--- src/hdl/ctmcs_pkg.sv ---
// ----------------------------------------------------------------------------
// ctmcs_pkg
// Shared types and constants for the controller-to-mouse click synthesizer.
// ----------------------------------------------------------------------------
package ctmcs_pkg;

  localparam int MAX_STEPS = 8;
  localparam int STEP_W    = $clog2(MAX_STEPS + 1);
  localparam int ACC_W     = 20;
  localparam int THR_W     = 15;
  localparam int DIV_W     = 17;
  localparam int DIV_CNT_W = $clog2(DIV_W);
  localparam int CTL_W     = 4;

  localparam logic [THR_W-1:0] THR_RESET = THR_W'(1638);

  localparam logic       OP_BUTTON  = 1'b0;
  localparam logic       OP_TOUCH   = 1'b1;
  localparam logic [1:0] BTN_LEFT   = 2'd0;
  localparam logic [1:0] BTN_RIGHT  = 2'd1;
  localparam logic [1:0] BTN_MIDDLE = 2'd2;

  typedef enum logic [2:0] {
    CLICK_LEFT   = 3'd0,
    CLICK_RIGHT  = 3'd1,
    CLICK_MIDDLE = 3'd2,
    CLICK_UP     = 3'd3,
    CLICK_DOWN   = 3'd4,
    CLICK_SLEFT  = 3'd5,
    CLICK_SRIGHT = 3'd6
  } click_code_t;

  typedef struct packed {
    logic              operation;
    logic [CTL_W-1:0]  controller_id;
    logic [1:0]        button;
    logic              pressed;
    logic              changed;
    logic signed [15:0] touch_x;
    logic signed [15:0] touch_y;
    logic signed [15:0] delta_x;
    logic signed [15:0] delta_y;
  } in_item_t;

  typedef struct packed {
    click_code_t      click_code;
    logic             click_pressed;
    logic [CTL_W-1:0] owner_controller;
    logic             last_of_run;
  } out_item_t;

  typedef enum logic [2:0] {
    ST_IDLE,
    ST_DECIDE,
    ST_START_Y,
    ST_WAIT_Y,
    ST_WAIT_X,
    ST_EMIT
  } state_t;

  typedef struct packed {
    logic load_item;
    logic decide;
    logic div_start;
    logic div_sel_x;
    logic load_y;
    logic load_x;
    logic emit_take;
  } ctl_cmd_t;

  typedef struct packed {
    logic touch_go;
    logic div_done;
    logic emit_has;
    logic out_free;
  } dp_status_t;

endpackage

--- src/hdl/controller_to_mouse_click_synth_core.sv ---
// ----------------------------------------------------------------------------
// controller_to_mouse_click_synth_core
// Button events: after decide, the click word is loaded into the output register.
// Touch events: two divisions run in turn on one shared divider, then one word
// per cycle is emitted while out_ready is high (up to 32 words).
// One item in flight at a time; the output register frees the input side.
// Sync active-high rst resets FSM, owner, masks, counters; threshold to 1638.
// ----------------------------------------------------------------------------
module controller_to_mouse_click_synth_core import ctmcs_pkg::*; (
  input  logic             clk,
  input  logic             rst,
  input  logic             in_valid,
  output logic             in_ready,
  input  in_item_t         in_data,
  output logic             out_valid,
  input  logic             out_ready,
  output out_item_t        out_data,
  input  logic             cfg_valid,
  output logic             cfg_ready,
  input  logic [THR_W-1:0] cfg_data
);

  ctl_cmd_t   cmd;
  dp_status_t status;

  ctmcs_ctrl u_ctrl (
    .clk      (clk),
    .rst      (rst),
    .in_valid (in_valid),
    .in_ready (in_ready),
    .status   (status),
    .cmd      (cmd)
  );

  ctmcs_dp u_dp (
    .clk       (clk),
    .rst       (rst),
    .in_data   (in_data),
    .cfg_valid (cfg_valid),
    .cfg_ready (cfg_ready),
    .cfg_data  (cfg_data),
    .cmd       (cmd),
    .status    (status),
    .out_valid (out_valid),
    .out_ready (out_ready),
    .out_data  (out_data)
  );

endmodule

--- src/hdl/ctmcs_div.sv ---
// ----------------------------------------------------------------------------
// ctmcs_div
// Restoring divider for unsigned magnitudes, one quotient bit per cycle.
// ----------------------------------------------------------------------------
module ctmcs_div import ctmcs_pkg::*; (
  input  logic             clk,
  input  logic             rst,
  input  logic             start,
  input  logic [DIV_W-1:0] dividend,
  input  logic [THR_W-1:0] divisor,
  output logic             done,
  output logic [DIV_W-1:0] quo,
  output logic [THR_W-1:0] rem
);

  logic                 busy;
  logic [DIV_CNT_W-1:0] cnt;
  logic [THR_W:0]       part;
  logic                 ge;
  logic [THR_W:0]       diff;

  assign part = {rem, quo[DIV_W-1]};
  assign ge   = part >= {1'b0, divisor};
  assign diff = part - {1'b0, divisor};

  always_ff @(posedge clk) begin
    if (rst) begin
      busy <= 1'b0;
      done <= 1'b0;
      cnt  <= '0;
    end else if (start) begin
      busy <= 1'b1;
      done <= 1'b0;
      cnt  <= '0;
    end else if (busy) begin
      cnt <= cnt + 1'b1;
      if (cnt == DIV_CNT_W'(DIV_W - 1)) begin
        busy <= 1'b0;
        done <= 1'b1;
      end
    end else begin
      done <= 1'b0;
    end
  end

  always_ff @(posedge clk) begin
    if (start) begin
      quo <= dividend;
      rem <= '0;
    end else if (busy) begin
      quo <= {quo[DIV_W-2:0], ge};
      rem <= ge ? diff[THR_W-1:0] : part[THR_W-1:0];
    end
  end

endmodule

--- src/hdl/ctmcs_dp.sv ---
// ----------------------------------------------------------------------------
// ctmcs_dp
// Datapath: item capture, threshold, owner and button state, touch accumulators,
// step counters, the divider, release sequencing and the output register.
// ----------------------------------------------------------------------------
module ctmcs_dp import ctmcs_pkg::*; (
  input  logic             clk,
  input  logic             rst,
  input  in_item_t         in_data,
  input  logic             cfg_valid,
  output logic             cfg_ready,
  input  logic [THR_W-1:0] cfg_data,
  input  ctl_cmd_t         cmd,
  output dp_status_t       status,
  output logic             out_valid,
  input  logic             out_ready,
  output out_item_t        out_data
);

  in_item_t                item;
  logic [THR_W-1:0]        threshold;
  logic [CTL_W-1:0]        primary_owner;
  logic [CTL_W-1:0]        emit_owner;
  logic [2:0]              held_mask;
  logic [2:0]              rel_mask;
  logic                    btn_pend;
  logic [15:0]             prev_touch_x;
  logic [15:0]             prev_touch_y;
  logic signed [ACC_W-1:0] accum_x;
  logic signed [ACC_W-1:0] accum_y;
  logic [STEP_W-1:0]       cnt_x;
  logic [STEP_W-1:0]       cnt_y;
  logic                    y_neg;
  logic                    x_neg;
  logic                    phase;

  logic             ctl_ok;
  logic             owner_match;
  logic             btn_ok;
  logic             new_pri;
  logic             btn_go;
  logic             touch_hit;
  logic             touch_go;
  logic [THR_W-1:0] thr_eff;
  logic [ACC_W-1:0] mag_x;
  logic [ACC_W-1:0] mag_y;
  logic [DIV_W-1:0] dividend;
  logic             div_done;
  logic [DIV_W-1:0] quo;
  logic [THR_W-1:0] rem;
  logic [STEP_W-1:0] steps;
  logic [ACC_W-1:0] rem_pos;
  logic [2:0]       rel_pick;
  logic             out_free;
  logic             emit_has;
  out_item_t        emit_item;

  assign ctl_ok      = item.controller_id != '0;
  assign owner_match = primary_owner == item.controller_id;
  assign btn_ok      = item.button != 2'd3;
  assign new_pri     = ctl_ok && item.operation == OP_BUTTON && item.button == BTN_LEFT
                       && item.pressed && !owner_match;
  assign btn_go      = ctl_ok && item.operation == OP_BUTTON && btn_ok && !new_pri
                       && owner_match && item.changed;
  assign touch_hit   = ctl_ok && item.operation == OP_TOUCH && owner_match;
  assign touch_go    = touch_hit && !(item.touch_x == '0 && item.touch_y == '0)
                       && !(prev_touch_x == '0 && prev_touch_y == '0);

  assign thr_eff  = (threshold == '0) ? THR_W'(1) : threshold;
  assign mag_x    = accum_x[ACC_W-1] ? -accum_x : accum_x;
  assign mag_y    = accum_y[ACC_W-1] ? -accum_y : accum_y;
  assign dividend = cmd.div_sel_x ? mag_x[DIV_W-1:0] : mag_y[DIV_W-1:0];
  assign steps    = (quo > DIV_W'(MAX_STEPS)) ? STEP_W'(MAX_STEPS) : quo[STEP_W-1:0];
  assign rem_pos  = ACC_W'(rem);

  assign cfg_ready = 1'b1;
  assign out_free  = !out_valid || out_ready;

  ctmcs_div u_div (
    .clk      (clk),
    .rst      (rst),
    .start    (cmd.div_start),
    .dividend (dividend),
    .divisor  (thr_eff),
    .done     (div_done),
    .quo      (quo),
    .rem      (rem)
  );

  // release order: left, middle, right
  always_comb begin
    if (rel_mask[0]) begin
      rel_pick = 3'b001;
    end else if (rel_mask[2]) begin
      rel_pick = 3'b100;
    end else begin
      rel_pick = 3'b010;
    end
  end

  always_comb begin
    emit_has                   = 1'b1;
    emit_item.owner_controller = emit_owner;
    emit_item.click_code       = CLICK_LEFT;
    emit_item.click_pressed    = 1'b0;
    emit_item.last_of_run      = 1'b0;
    if (rel_mask != '0) begin
      emit_item.click_code  = rel_pick[0] ? CLICK_LEFT : (rel_pick[2] ? CLICK_MIDDLE : CLICK_RIGHT);
      emit_item.last_of_run = (rel_mask & ~rel_pick) == '0;
    end else if (btn_pend) begin
      emit_item.click_code    = click_code_t'({1'b0, item.button});
      emit_item.click_pressed = item.pressed;
      emit_item.last_of_run   = 1'b1;
    end else if (cnt_y != '0) begin
      emit_item.click_code    = y_neg ? CLICK_DOWN : CLICK_UP;
      emit_item.click_pressed = !phase;
      emit_item.last_of_run   = phase && cnt_y == STEP_W'(1) && cnt_x == '0;
    end else if (cnt_x != '0) begin
      emit_item.click_code    = x_neg ? CLICK_SLEFT : CLICK_SRIGHT;
      emit_item.click_pressed = !phase;
      emit_item.last_of_run   = phase && cnt_x == STEP_W'(1);
    end else begin
      emit_has = 1'b0;
    end
  end

  assign status.touch_go = touch_go;
  assign status.div_done = div_done;
  assign status.emit_has = emit_has;
  assign status.out_free = out_free;

  always_ff @(posedge clk) begin
    if (cmd.load_item) begin
      item <= in_data;
    end
    if (cmd.decide) begin
      emit_owner <= primary_owner;
    end
    if (cmd.load_y) begin
      y_neg <= accum_y[ACC_W-1];
    end
    if (cmd.load_x) begin
      x_neg <= accum_x[ACC_W-1];
    end
    if (cmd.emit_take) begin
      out_data <= emit_item;
    end
  end

  always_ff @(posedge clk) begin
    if (rst) begin
      threshold     <= THR_RESET;
      primary_owner <= '0;
      held_mask     <= '0;
      rel_mask      <= '0;
      btn_pend      <= 1'b0;
      prev_touch_x  <= '0;
      prev_touch_y  <= '0;
      accum_x       <= '0;
      accum_y       <= '0;
      cnt_x         <= '0;
      cnt_y         <= '0;
      phase         <= 1'b0;
      out_valid     <= 1'b0;
    end else begin
      if (cfg_valid) begin
        threshold <= cfg_data;
      end
      if (cmd.decide) begin
        if (new_pri) begin
          accum_x       <= '0;
          accum_y       <= '0;
          rel_mask      <= held_mask;
          held_mask     <= '0;
          primary_owner <= item.controller_id;
        end
        if (btn_go) begin
          btn_pend <= 1'b1;
          held_mask[item.button] <= item.pressed;
        end
        if (touch_hit) begin
          prev_touch_x <= item.touch_x;
          prev_touch_y <= item.touch_y;
        end
        if (touch_go) begin
          accum_x <= accum_x + ACC_W'(item.delta_x);
          accum_y <= accum_y + ACC_W'(item.delta_y);
        end
      end
      if (cmd.load_y) begin
        accum_y <= accum_y[ACC_W-1] ? -rem_pos : rem_pos;
        cnt_y   <= steps;
      end
      if (cmd.load_x) begin
        accum_x <= accum_x[ACC_W-1] ? -rem_pos : rem_pos;
        cnt_x   <= steps;
      end
      if (cmd.emit_take) begin
        out_valid <= 1'b1;
        if (rel_mask != '0) begin
          rel_mask <= rel_mask & ~rel_pick;
        end else if (btn_pend) begin
          btn_pend <= 1'b0;
        end else begin
          phase <= !phase;
          if (phase) begin
            if (cnt_y != '0) begin
              cnt_y <= cnt_y - 1'b1;
            end else begin
              cnt_x <= cnt_x - 1'b1;
            end
          end
        end
      end else if (out_ready) begin
        out_valid <= 1'b0;
      end
    end
  end

endmodule

--- src/hdl/ctmcs_ctrl.sv ---
// ----------------------------------------------------------------------------
// ctmcs_ctrl
// Controller: sequences capture, decode, the two divisions and emission.
// ----------------------------------------------------------------------------
module ctmcs_ctrl import ctmcs_pkg::*; (
  input  logic       clk,
  input  logic       rst,
  input  logic       in_valid,
  output logic       in_ready,
  input  dp_status_t status,
  output ctl_cmd_t   cmd
);

  state_t state;
  state_t state_next;

  always_ff @(posedge clk) begin
    if (rst) begin
      state <= ST_IDLE;
    end else begin
      state <= state_next;
    end
  end

  always_comb begin
    state_next = state;
    case (state)
      ST_IDLE: begin
        if (in_valid) begin
          state_next = ST_DECIDE;
        end
      end
      ST_DECIDE: begin
        state_next = status.touch_go ? ST_START_Y : ST_EMIT;
      end
      ST_START_Y: begin
        state_next = ST_WAIT_Y;
      end
      ST_WAIT_Y: begin
        if (status.div_done) begin
          state_next = ST_WAIT_X;
        end
      end
      ST_WAIT_X: begin
        if (status.div_done) begin
          state_next = ST_EMIT;
        end
      end
      ST_EMIT: begin
        if (!status.emit_has) begin
          state_next = ST_IDLE;
        end
      end
      default: begin
        state_next = ST_IDLE;
      end
    endcase
  end

  always_comb begin
    in_ready = 1'b0;
    cmd      = '0;
    case (state)
      ST_IDLE: begin
        in_ready      = 1'b1;
        cmd.load_item = in_valid;
      end
      ST_DECIDE: begin
        cmd.decide = 1'b1;
      end
      ST_START_Y: begin
        cmd.div_start = 1'b1;
      end
      ST_WAIT_Y: begin
        cmd.load_y    = status.div_done;
        cmd.div_start = status.div_done;
        cmd.div_sel_x = 1'b1;
      end
      ST_WAIT_X: begin
        cmd.load_x = status.div_done;
      end
      ST_EMIT: begin
        cmd.emit_take = status.emit_has && status.out_free;
      end
      default: begin
        cmd = '0;
      end
    endcase
  end

endmodule
--- config.mk ---
export PLATFORM = sky130hd
export DESIGN_NAME = controller_to_mouse_click_synth_core
export DESIGN_NICKNAME = d
export VERILOG_FILES = /design/src/hdl/ctmcs_pkg.sv /design/src/hdl/controller_to_mouse_click_synth_core.sv /design/src/hdl/ctmcs_div.sv /design/src/hdl/ctmcs_dp.sv /design/src/hdl/ctmcs_ctrl.sv
export SDC_FILE = /design/constraint.sdc
export NUM_CORES = 1
export LEC_CHECK = 0
export ABC_AREA = 1
export BUFFER_PORTS_ARGS = -buffer_cell sky130_fd_sc_hd__buf_4
export CAP_MARGIN = 10
export CORE_UTILIZATION = 60
export CTS_BUF_LIST = sky130_fd_sc_hd__clkbuf_16
export CTS_CLUSTER_DIAMETER = 40
export DETAILED_ROUTE_END_ITERATION = 16
export HOLD_SLACK_MARGIN = 0.12
export PLACE_DENSITY_LB_ADDON = 0.08
export RECOVER_POWER = 25
export REMOVE_ABC_BUFFERS = 1
export SLEW_MARGIN = 30
export SYNTH_ARGS = -nofsm -noshare
export SYNTH_HDL_FRONTEND = slang
export SYNTH_HIERARCHICAL = 1
export SYNTH_SLANG_ARGS = --single-unit
export TNS_END_PERCENT = 100
--- constraint.sdc ---
create_clock -name clk -period 9.7 [get_ports clk]
set_clock_uncertainty 0.15 [all_clocks]
set_input_delay 1.455 -clock clk [delete_from_list [all_inputs] [get_ports clk]]
set_output_delay 1.455 -clock clk [all_outputs]
set_load 0.02 [all_outputs]
==> results_dict.tcl <==
set metrics [dict create \
    drv_cap 0 \
    antenna_found_initial 0 \
    place_congestion 0.916 \
    synth_cell_types 56 \
    grt_usage_pct 30.6 \
    ctsResizeCount 0 \
    die_h_um 161 \
    instances_no_fill 2654 \
    drt-wirelength-per-cell_um 14.8 \
    fin_crit_ns 3.64 \
    grt_pass1_vias 13600 \
    post_cts_buffers 0 \
    cp-start-kind "flop" \
    max-vdd-ir-drop_uv 207 \
    power_w 0.00353 \
    num_rows 57 \
    first_pass_iters 10 \
    regToRegEndpoint "u_dp/u_div/busy" \
    async_reset_ff_share_pct 0 \
    clk_root_buffer_cell "clkbuf_16" \
    syn_inst 2222 \
    path_clk_slew_ns 0.05 \
    max_freq_mhz 275 \
    io_buffers 103 \
    io_pins 105 \
    vias 14400 \
    max_stage_delay_ns 0.69 \
    tightestPinTransition_ns 1.40 \
    drt-initial-drc-count 1293 \
    worstPathCellList "inv_4 -> nand3_1 -> nor2_1 -> clkbuf_1 -> or2_1 -> nor2_1 -> inv_1 -> o211ai_1 -> inv_1" \
    syn_area_mm2 0.0152 \
    crit_type "flop to flop" \
    ctsHtreeMaxLevel 2 \
    numCtsBuffers 39 \
    cts_tree "done" \
    drive_gt1_share_pct 9.75 \
    dpl_cell_area_mm2 0.0161 \
    r2r_setup_slack_ns 6.06 \
    yosysWarningCount 6 \
    synth-edff-count 105 \
    power_density_mw_per_mm2 203 \
    remaining_drc_errors 0 \
    postLayoutCellArea_mm2 0.0174 \
    required_ns 9.96 \
    seq_area_frac_synth_pct 38.2 \
    min_delay_path_depth 0 \
    grt_pass1_wl_mm 64.8 \
    cp_max_fo 23 \
    grt_max_degree 74 \
    leakagePower_nw 8.46 \
    slowest_stage "nor2_1" \
    arrival_ns 3.90 \
    die_x_um 161 \
    vias_per_cell 5.43 \
    ctsHoldBuffers 0 \
    nFillCells 2105 \
    finalSetupTns_ns 0 \
    clkLatencyLatePin_ns 0.53 \
    ant_nets 0 \
    post-dp-hpwl_mm 29.0 \
    die_area_mm2 0.0260 \
    synth.ff_latch_count 238 \
    drv_slew 0 \
    hold_viol 0 \
    fin_crit_sh_pct 37.5 \
    r2r_cells 9 \
    status "finished, final reports clean" \
    rr_startpoint "u_ctrl/state[2]" \
    holdPathEnd "u_dp/out_data[1]" \
    clk_path_buf_depth 3 \
    worstHoldPathType "flop to flop" \
    nets 2456 \
    wirelength_mm 39.3 \
    ys.flop_type "dfxtp_1" \
    syn2layout_area_growth_pct 14.2 \
    setup_viol 0 \
    gr-total-overflow 0 \
    rsz0062_at_grt "no" \
    end_kind "flop" \
    design.core.area_mm2 0.0246 \
    avgSynthCellArea_um2 6.86 \
    dp_cells 2581 \
    initial_core_util_pct 62.0 \
    slew_headroom_pct 6.85 \
    cts.sinks 238 \
    worstHoldStart "u_dp/emit_owner[0]" \
]
==> how the worst max path moves through the flow <==
stage	slack (ns)	endpoint	startpoint	depth (start not counted)
2_1_floorplan	2.46	u_dp/item[0]	in_valid	2
3_3_place_gp	6.15	u_dp/cnt_y[3]	out_ready	12
3_5_place_dp	6.06	u_dp/cnt_y[3]	out_ready	12
4_1_cts	6.26	u_dp/u_div/quo[16]	u_ctrl/state[2]	7
5_1_grt	5.78	u_dp/u_div/busy	u_ctrl/state[2]	9
6_report	6.06	u_dp/u_div/busy	u_ctrl/state[2]	9
==> where the power goes <==
part | leakage (nW) | total, W | internal, W | switching (W)
clock | 0.665 | 0.00139 | 0.000884 | 0.000507
combinational | 5.73 | 0.000851 | 0.000283 | 0.000568
sequential | 2.06 | 0.00129 | 0.00119 | 0.000103
==> per-layer routing <==
metal | vias up | track usage (%) | part of all wire (%)
li1 | 7294 | - | -
met1 | 6475 | 40.1 | 44
met2 | 548 | 50.5 | 45
met3 | 102 | 4.57 | 7.2
met4 | 0 | 13.0 | 3.6
met5 | - | 0 | 0
==> synthesized netlist by cell type, types with 2 or more instances <==
master | count | area share [%]
o211ai_1 | 7 | 0.34
nand2_4 | 5 | 0.37
nor2_4 | 6 | 0.44
nand2_2 | 7 | 0.29
o21bai_1 | 2 | 0.098
clkinv_1 | 6 | 0.15
o21a_1 | 2 | 0.098
inv_2 | 4 | 0.098
clkbuf_1 | 49 | 1.2
buf_4 | 7 | 0.34
nor3_1 | 26 | 0.85
buf_2 | 7 | 0.23
a21oi_2 | 2 | 0.11
a211oi_1 | 2 | 0.098
nand3_4 | 3 | 0.34
o21ai_1 | 2 | 0.066
nand3_2 | 5 | 0.33
a21oi_1 | 119 | 3.9
a21boi_0 | 5 | 0.25
nor3_2 | 7 | 0.46
nand4_1 | 26 | 1.1
o21ai_2 | 2 | 0.11
buf_1 | 2 | 0.049
edfxtp_1 | 105 | 21
xor2_1 | 23 | 1.3
and2_1 | 5 | 0.21
a31oi_1 | 2 | 0.082
nor2_1 | 336 | 8.3
o21ai_0 | 127 | 4.2
nor2_2 | 7 | 0.29
nand3_1 | 149 | 4.9
fa_1 | 3 | 0.39
nand2_1 | 621 | 15
xnor2_1 | 14 | 0.80
o22ai_1 | 5 | 0.21
nor4_1 | 5 | 0.21
dfxtp_1 | 133 | 17
nand3b_1 | 14 | 0.69
inv_1 | 282 | 6.9
or2_2 | 2 | 0.082
o31ai_1 | 2 | 0.098
buf_6 | 9 | 0.66
ha_1 | 62 | 5.1
==> cell usage in the layout (no fill, tap or decap), types with 7 or more instances in the layout <==
cell         n
a21oi_1    119
buf_4       33
clkbuf_16   41
clkbuf_4    73
clkinv_1     9
dfxtp_1    133
edfxtp_1   105
ha_1        62
inv_1      288
nand2_1    621
nand2_2      7
nand3_1    149
nand3b_1    14
nand4_1     26
nor2_1     335
nor2_2       8
nor3_1      25
nor3_2       8
o211ai_1     7
o21ai_0    127
xnor2_1     14
xor2_1      23
==> metrics by stage <==
step,util (%),worst slack (ns),hold slack (ns)
after floorplan,-,2.46,0.250
after global placement,65.4,6.15,0.252
after detailed placement,65.4,6.06,0.269
after CTS,70.8,6.26,0.282
after global routing,70.8,5.78,0.291
final,70.8,6.06,0.276
==> registers in the layout, summed over array words and instances (netlist names), 3 cells and up <==
register and flops:
u_ctrl/state 3, u_dp/threshold 15, u_dp/prev_touch_y 16, u_dp/rel_mask 3, u_dp/held_mask 3, u_dp/primary_owner 4, u_dp/prev_touch_x 16, u_dp/accum_x 20
u_dp/cnt_y 4, u_dp/u_div/rem 15, u_dp/item 73, u_dp/u_div/quo 17, u_dp/accum_y 20, u_dp/u_div/cnt 5, u_dp/out_data 9, u_dp/emit_owner 4
u_dp/cnt_x 4
==> area by class of cell <==
class	instances	area [um2]	share of cell area, %
clock inverter	31	303	1.74
timing repair buffer	110	818	4.70
inverter	293	1100	6.33
sequential	238	5820	33.4
multi-input combinational	1616	7940	45.6
antenna	1	2.50	0.0144
clock buffer	41	1030	5.89
tap	324	405	2.33
==> cell families (layout without fill, tap and decap cells) <==
logic type / Yosys count / count (layout) / share of synthesized area (%)
and+or+nand+nor: 1230 / 1230 / 34.4
xor gates and xnor gates: 37 / 37 / 2.13
adders and majority gates: 65 / 65 / 5.48
AOI/OAI and AO/OA: 283 / 283 / 9.94
other: 1 / 2 / 0.0246
buffers and inverters: 368 / 475 / 9.83
DFF: 238 / 238 / 38.2
==> worst max-delay path, delay by kind of cell (launching register included) <==
kind / cells / cell delay [ns]
AO/OA/AOI/OAI: 1 / 0.25
buffers and inverters: 4 / 1.00
AND/OR/NAND/NOR: 4 / 1.43
flip-flops: 1 / 0.65
No activity file was read; power rests on OpenSTA's default activity.
